File: config.mk
export PLATFORM = sky130hd
export DESIGN_NAME = raabb_recip
export DESIGN_NICKNAME = d
export VERILOG_FILES = /design/src/rtl/core/raabb_pkg.sv /design/src/rtl/core/raabb_recip.sv
export SDC_FILE = /design/constraint.sdc
export NUM_CORES = 1
export LEC_CHECK = 0
export BUFFER_PORTS_ARGS = -buffer_cell sky130_fd_sc_hd__buf_2
export CAP_MARGIN = 10
export CORE_MARGIN = 2
export CORE_UTILIZATION = 55
export CTS_CLUSTER_SIZE = 30
export DETAILED_ROUTE_END_ITERATION = 10
export GPL_ROUTABILITY_DRIVEN = 0
export PLACE_DENSITY_LB_ADDON = 0.25
export RECOVER_POWER = 50
export SLEW_MARGIN = 25
export SYNTH_ARGS = -nofsm -noshare
export SYNTH_HDL_FRONTEND = slang
export SYNTH_SLANG_ARGS = --single-unit
File: constraint.sdc
create_clock -name clk -period 5.35 [get_ports clk]
set_input_delay 0.535 -clock clk [delete_from_list [all_inputs] [get_ports clk]]
set_output_delay 0.535 -clock clk [all_outputs]
set_load 0.02 [all_outputs]
File: src/rtl/core/raabb_pkg.sv
`timescale 1ns / 1ps
`default_nettype none
// ----------------------------------------------------------------------------
// raabb_pkg
// Shared types and constants for the ray versus box slab test: field widths,
// fixed-point formats, reciprocal width and configuration register indexes.
// ----------------------------------------------------------------------------
package raabb_pkg;

    // geometry
    localparam int NUM_AXES      = 3;
    localparam int NUM_PLANES    = 2 * NUM_AXES;

    // field widths
    localparam int COORD_W       = 32;
    localparam int DIR_W         = 32;
    localparam int T_W           = 32;
    localparam int REACH_W       = 31;
    localparam int FLOOR_W       = 31;
    localparam int ENTRY_W       = 31;

    // direction is Q1.30, reciprocal is floor(2^60 / |dir|)
    localparam int DIR_FRAC_BITS = 30;
    localparam int RECIP_W       = 2 * DIR_FRAC_BITS + 1;
    localparam int DIVISOR_W     = 32;
    localparam int RECIP_LO_W    = 32;
    localparam int RECIP_HI_W    = RECIP_W - RECIP_LO_W;

    // products of a 32-bit distance magnitude with the two reciprocal halves
    localparam int DIST_W        = 32;
    localparam int PROD_HI_W     = DIST_W + RECIP_HI_W;
    localparam int PROD_LO_W     = DIST_W + RECIP_LO_W;
    localparam int MAG_W         = 35;

    // configuration port
    localparam int CFG_IDX_W     = 3;
    localparam int CFG_DATA_W    = 32;

    typedef logic signed [COORD_W-1:0] coord_t;
    typedef logic signed [DIR_W-1:0]   dir_t;
    typedef logic signed [T_W-1:0]     tparam_t;
    typedef logic [RECIP_W-1:0]        recip_t;

    // reset values and limits
    localparam dir_t               DIR_ONE     = 32'sh4000_0000;
    localparam logic [REACH_W-1:0] REACH_RESET = 31'd25600000;
    localparam logic [FLOOR_W-1:0] FLOOR_RESET = 31'd11;
    localparam tparam_t            T_MAX_POS   = 32'sh7fff_ffff;
    localparam tparam_t            T_MIN_NEG   = 32'sh8000_0000;

    // configuration register indexes
    typedef enum logic [CFG_IDX_W-1:0] {
        REG_ORIGIN_X    = 3'd0,
        REG_ORIGIN_Y    = 3'd1,
        REG_ORIGIN_Z    = 3'd2,
        REG_DIR_X       = 3'd3,
        REG_DIR_Y       = 3'd4,
        REG_DIR_Z       = 3'd5,
        REG_REACH_LIMIT = 3'd6,
        REG_DIR_FLOOR   = 3'd7
    } cfg_reg_t;

endpackage
`default_nettype wire

File: src/rtl/core/raabb_recip.sv
`timescale 1ns / 1ps
`default_nettype none
// ----------------------------------------------------------------------------
// raabb_recip
// Per-ray reciprocal unit. Clamps each direction component to the floor
// magnitude and forms floor(2^60 / magnitude) with one shared restoring
// divider, one quotient bit per cycle, one axis after the other.
// ----------------------------------------------------------------------------
module raabb_recip (
    input  wire logic                            clk,
    input  wire logic                            rst_n,
    input  wire logic                            go,
    input  wire raabb_pkg::dir_t                 dir_vec [raabb_pkg::NUM_AXES],
    input  wire logic [raabb_pkg::FLOOR_W-1:0]   dir_floor,
    output logic                                 busy,
    output raabb_pkg::recip_t                    recip [raabb_pkg::NUM_AXES]
);
    import raabb_pkg::*;

    localparam int CNT_W = $clog2(RECIP_W);
    localparam logic [CNT_W-1:0] LAST_BIT = CNT_W'(RECIP_W - 1);
    localparam logic [1:0]       LAST_AXIS = 2'(NUM_AXES - 1);

    typedef enum logic [1:0] {
        ST_IDLE,
        ST_LOAD,
        ST_DIV
    } state_t;

    state_t                 state_reg;
    logic [1:0]             axis_reg;
    logic [CNT_W-1:0]       cnt_reg;
    logic [DIVISOR_W-1:0]   rem_reg;
    logic [DIVISOR_W-1:0]   divisor_reg;
    logic [RECIP_W-1:0]     quot_reg;
    recip_t                 recip_reg [NUM_AXES];

    dir_t                   sel_dir;
    logic [DIVISOR_W-1:0]   dir_mag;
    logic [DIVISOR_W-1:0]   floor_mag;
    logic [DIVISOR_W-1:0]   divisor_next;
    logic [DIVISOR_W:0]     rem_shift;
    logic                   quot_bit;
    logic [DIVISOR_W:0]     rem_diff;
    logic [DIVISOR_W-1:0]   rem_next;

    // clamp the selected direction magnitude to the floor
    always_comb
    begin
        sel_dir      = dir_vec[axis_reg];
        dir_mag      = sel_dir[DIR_W-1] ? (~sel_dir + 32'd1) : sel_dir;
        floor_mag    = (dir_floor == '0) ? 32'd1 : {1'b0, dir_floor};
        divisor_next = (dir_mag < floor_mag) ? floor_mag : dir_mag;
    end

    // one restoring division step; the dividend is a single one at the top bit
    always_comb
    begin
        rem_shift = {rem_reg, (cnt_reg == LAST_BIT)};
        rem_diff  = rem_shift - {1'b0, divisor_reg};
        quot_bit  = (rem_shift >= {1'b0, divisor_reg});
        rem_next  = quot_bit ? rem_diff[DIVISOR_W-1:0] : rem_shift[DIVISOR_W-1:0];
    end

    // sequencer: load divisor, run all quotient bits, store, next axis
    always_ff @(posedge clk or negedge rst_n)
    begin
        if (!rst_n)
        begin
            state_reg   <= ST_LOAD;
            axis_reg    <= '0;
            cnt_reg     <= '0;
            rem_reg     <= '0;
            divisor_reg <= '0;
            quot_reg    <= '0;
            for (int a = 0; a < NUM_AXES; a++)
            begin
                recip_reg[a] <= '0;
            end
        end
        else
        begin
            unique case (state_reg)
                ST_IDLE:
                begin
                    if (go)
                    begin
                        state_reg <= ST_LOAD;
                        axis_reg  <= '0;
                    end
                end
                ST_LOAD:
                begin
                    divisor_reg <= divisor_next;
                    rem_reg     <= '0;
                    cnt_reg     <= LAST_BIT;
                    state_reg   <= ST_DIV;
                end
                ST_DIV:
                begin
                    rem_reg  <= rem_next;
                    quot_reg <= {quot_reg[RECIP_W-2:0], quot_bit};
                    cnt_reg  <= cnt_reg - CNT_W'(1);
                    if (cnt_reg == '0)
                    begin
                        recip_reg[axis_reg] <= {quot_reg[RECIP_W-2:0], quot_bit};
                        if (axis_reg == LAST_AXIS)
                        begin
                            state_reg <= ST_IDLE;
                        end
                        else
                        begin
                            axis_reg  <= axis_reg + 2'd1;
                            state_reg <= ST_LOAD;
                        end
                    end
                end
                default:
                begin
                    state_reg <= ST_IDLE;
                end
            endcase
        end
    end

    assign busy  = (state_reg != ST_IDLE);
    assign recip = recip_reg;

endmodule
`default_nettype wire

==> out/qor.yml <==
status: "complete, but fails checks"
violations: "max-capacitance violations, max-slew violations"
clk_path_buf_depth: 3
mostFrequentLayoutCell: "dfrtp_1"
vdd_drop_max_v: 0.000323
critPathTopFamily: "simple AND/OR/NAND/NOR gates"
final_cell_mix: "315 x dfrtp_1, 246 x mux2_2, 241 x buf_2"
grt_max_degree: 123
worstPathMaxFanout: 45
pin_count: 314
power.density_nw_per_um2: 455
die_w_um: 177
hold_path_class: "in -> reg"
ys_warn_count: 0
timing.fmax_ghz: 0.203
cts_tree: "done"
cts_setup_buffers: 0
placed_cell_area_um2: 18300
cp.arrival_ns: 5.30
synthSimpleGateAreaFrac_pct: 6.86
clockRootBuffer: "clkbuf_16"
largest_reg_flops: 183
overflow: 0
clk_pin_slew_ns: 0.06
antenna_left: 0
synth_nets: 1609
rsz0062_at_grt: "false"
setup_viol: 0
seq_area_um2: 7940
cts_hold_buf: 0
numCtsBuffers: 34
muxShareOfSynthArea_pct: 21.1
io_buffers: 313
drv_slew: 90
multi_input_area_um2: 7870
slew_headroom_pct: -172
cp_data_required_time_ns: 5.71
final_cell_area_um2: 19500
drt_pre_antenna_iters: 7
rows: 63
dr.first_iter.drc_count: 730
fin_crit_ns: 4.93
synthCells: 1406
cp_cell_sequence: "buf_4, mux2i_1, o2bb2ai_1, or4_4, nor4b_4, and4bb_4, a31oi_1, xor2_1, ha_1, a21o_1, a21oi_1, o21ai_0, nand3_1, nand4_1, a311oi_4, buf_6, mux2i_1, a21oi_1"
synth_fa_ha_area_share_pct: 5.62
first_global_vias: 12200
synth.distinct_cells: 69
endpoint_kind: "flop"
grt_antenna_before_repair: 3
tightest_slew_ns: 4.07
area_delta_synth_final_pct: 18.8
insertion_delay_ns: 0.54
netlist_area_um2: 16400
async_reset_ff_share_pct: 100
initial_core_util_pct: 55.6
synth_top_family_by_area: "multiplexers"
htreeDepth: 2
cap_violations: 1
finalCritPeriodShare_pct: 92.2
vias_per_cell: 5.78
hold_viol: 0
fin_setup_tns_ns: 0
crit_type: "reg -> reg"
wl_per_cell_um: 19.8
synth_flop_cell: "dfrtp_1"
place_hpwl_um: 30100
dieArea_um2: 31200
synth-edff-count: 0
synth-seq-area-share_pct: 48.4
synth_xor_area_share_pct: 3.10
grt_pass1_wl_um: 65900
syn_avg_cell_area_um2: 11.7
totalWireLength_um: 42000
fillerInstances: 2305
drive_gt1_share_pct: 33.9
synth_compound_area_share_pct: 11.1
cts_resized: 0
finClkSkew_ns: 0.0270
ys_ff_latch: 317
drcViolationCount: 0
start_kind: "flop"
die-height_um: 177
path_buf_inv: 2
core_region_area_um2: 29500
track_usage_pct: 26.6
vias: 12300
fin_nets: 1911
cp_slowest_cell: "or4_4"
p_leak_nw: 10.1
clock_sinks: 317
critPathMaxStageDelay_ns: 0.60
-- worst paths after layout --
| path | slack [ns] | depth (start not counted) | startpoint | endpoint |
|---|---|---|---|---|
| max in group asynchronous | 1.00 | 2 | rst_n | divisor_reg[7] |
| worst max-delay path | 0.42 | 18 | axis_reg[0] | divisor_reg[16] |
| worst min-delay path | 0.28 | 3 | dir_floor[3] | divisor_reg[3] |
| min in group asynchronous | 1.67 | 1 | rst_n | recip[96] |
| worst min register to register | 0.48 | 2 | recip[0] | recip[0] |
| worst max register to register | 0.42 | 18 | axis_reg[0] | divisor_reg[16] |
-- metrics by stage --
step / hold slack [ns] / setup slack (ns) / std cells / power, mW / util (%)
floorplan: 0.239 / 0.965 / 1406 / 5.42 / -
global placement: 0.464 / 0.458 / 2062 / 6.17 / 62.2
detailed placement: 0.477 / 0.324 / 2062 / 6.27 / 62.2
CTS: 0.0390 / 0.311 / 2122 / 8.86 / 66.4
global route: 0.289 / 0.00619 / 2122 / 9.38 / 66.1
finish: 0.284 / 0.416 / 2123 / 8.87 / 66.1
-- kinds of logic after synthesis --
| family | Yosys count |
|---|---|
| buffers and inverters | 150 |
| XOR/XNOR | 58 |
| flip-flops | 317 |
| AND/OR/NAND/NOR | 230 |
| AO/OA/AOI/OAI | 264 |
| adder cells (fa/ha/maj) | 73 |
| multiplexers | 314 |
-- per-layer routing --
layer	wire, µm	global-route usage, %
met2	20600	43.9
met5	21	0
met4	907	6.96
met3	2940	6.01
met1	17500	35.7
-- worst min-delay path, cell delays in order --
cell and delay [ns]:
buf_2 0.11, nand3_1 0.06, o221ai_1 0.06
-- power by group --
group          switching [mW]  internal (mW)
sequential              0.159           2.61
clock                    1.00           1.56
combinational            2.19           1.35
total                    3.35           5.52
-- synth_stat cells (all sizes together) (5+ instances only) --
master   number  area (µm²)
nand3        31         155
o21a          5        37.5
ha           72         901
mux2        246        2770
nor4         10        62.6
and4          6        52.6
a22oi         5        42.5
buf          24         155
dfrtp       316        7910
clkbuf       44         165
o21ai        44         220
nand4        13        81.3
a31oi        10        68.8
mux2i        68         681
o2bb2ai      38         333
and3         10        62.6
nand2        65         244
inv          81         304
a211oi        5        37.5
a21o         23         173
nor3         11        55.1
xor2         31         272
nor2         64         240
o221ai       14         123
a21oi        69         345
o21bai        5        37.5
xnor2        27         236
o31ai         8        60.1
-- area by class of cell --
| class | count | area share, % |
|---|---|---|
| clock inverters | 17 | 1.48 |
| flip-flops and latches | 317 | 40.7 |
| diodes | 1 | 0.0128 |
| well taps | 390 | 2.51 |
| multi-input cells | 939 | 40.4 |
| inverters | 82 | 1.58 |
| repair buffers | 334 | 8.46 |
| clock buffers | 43 | 4.85 |
Power figures use the tool's default switching activity.
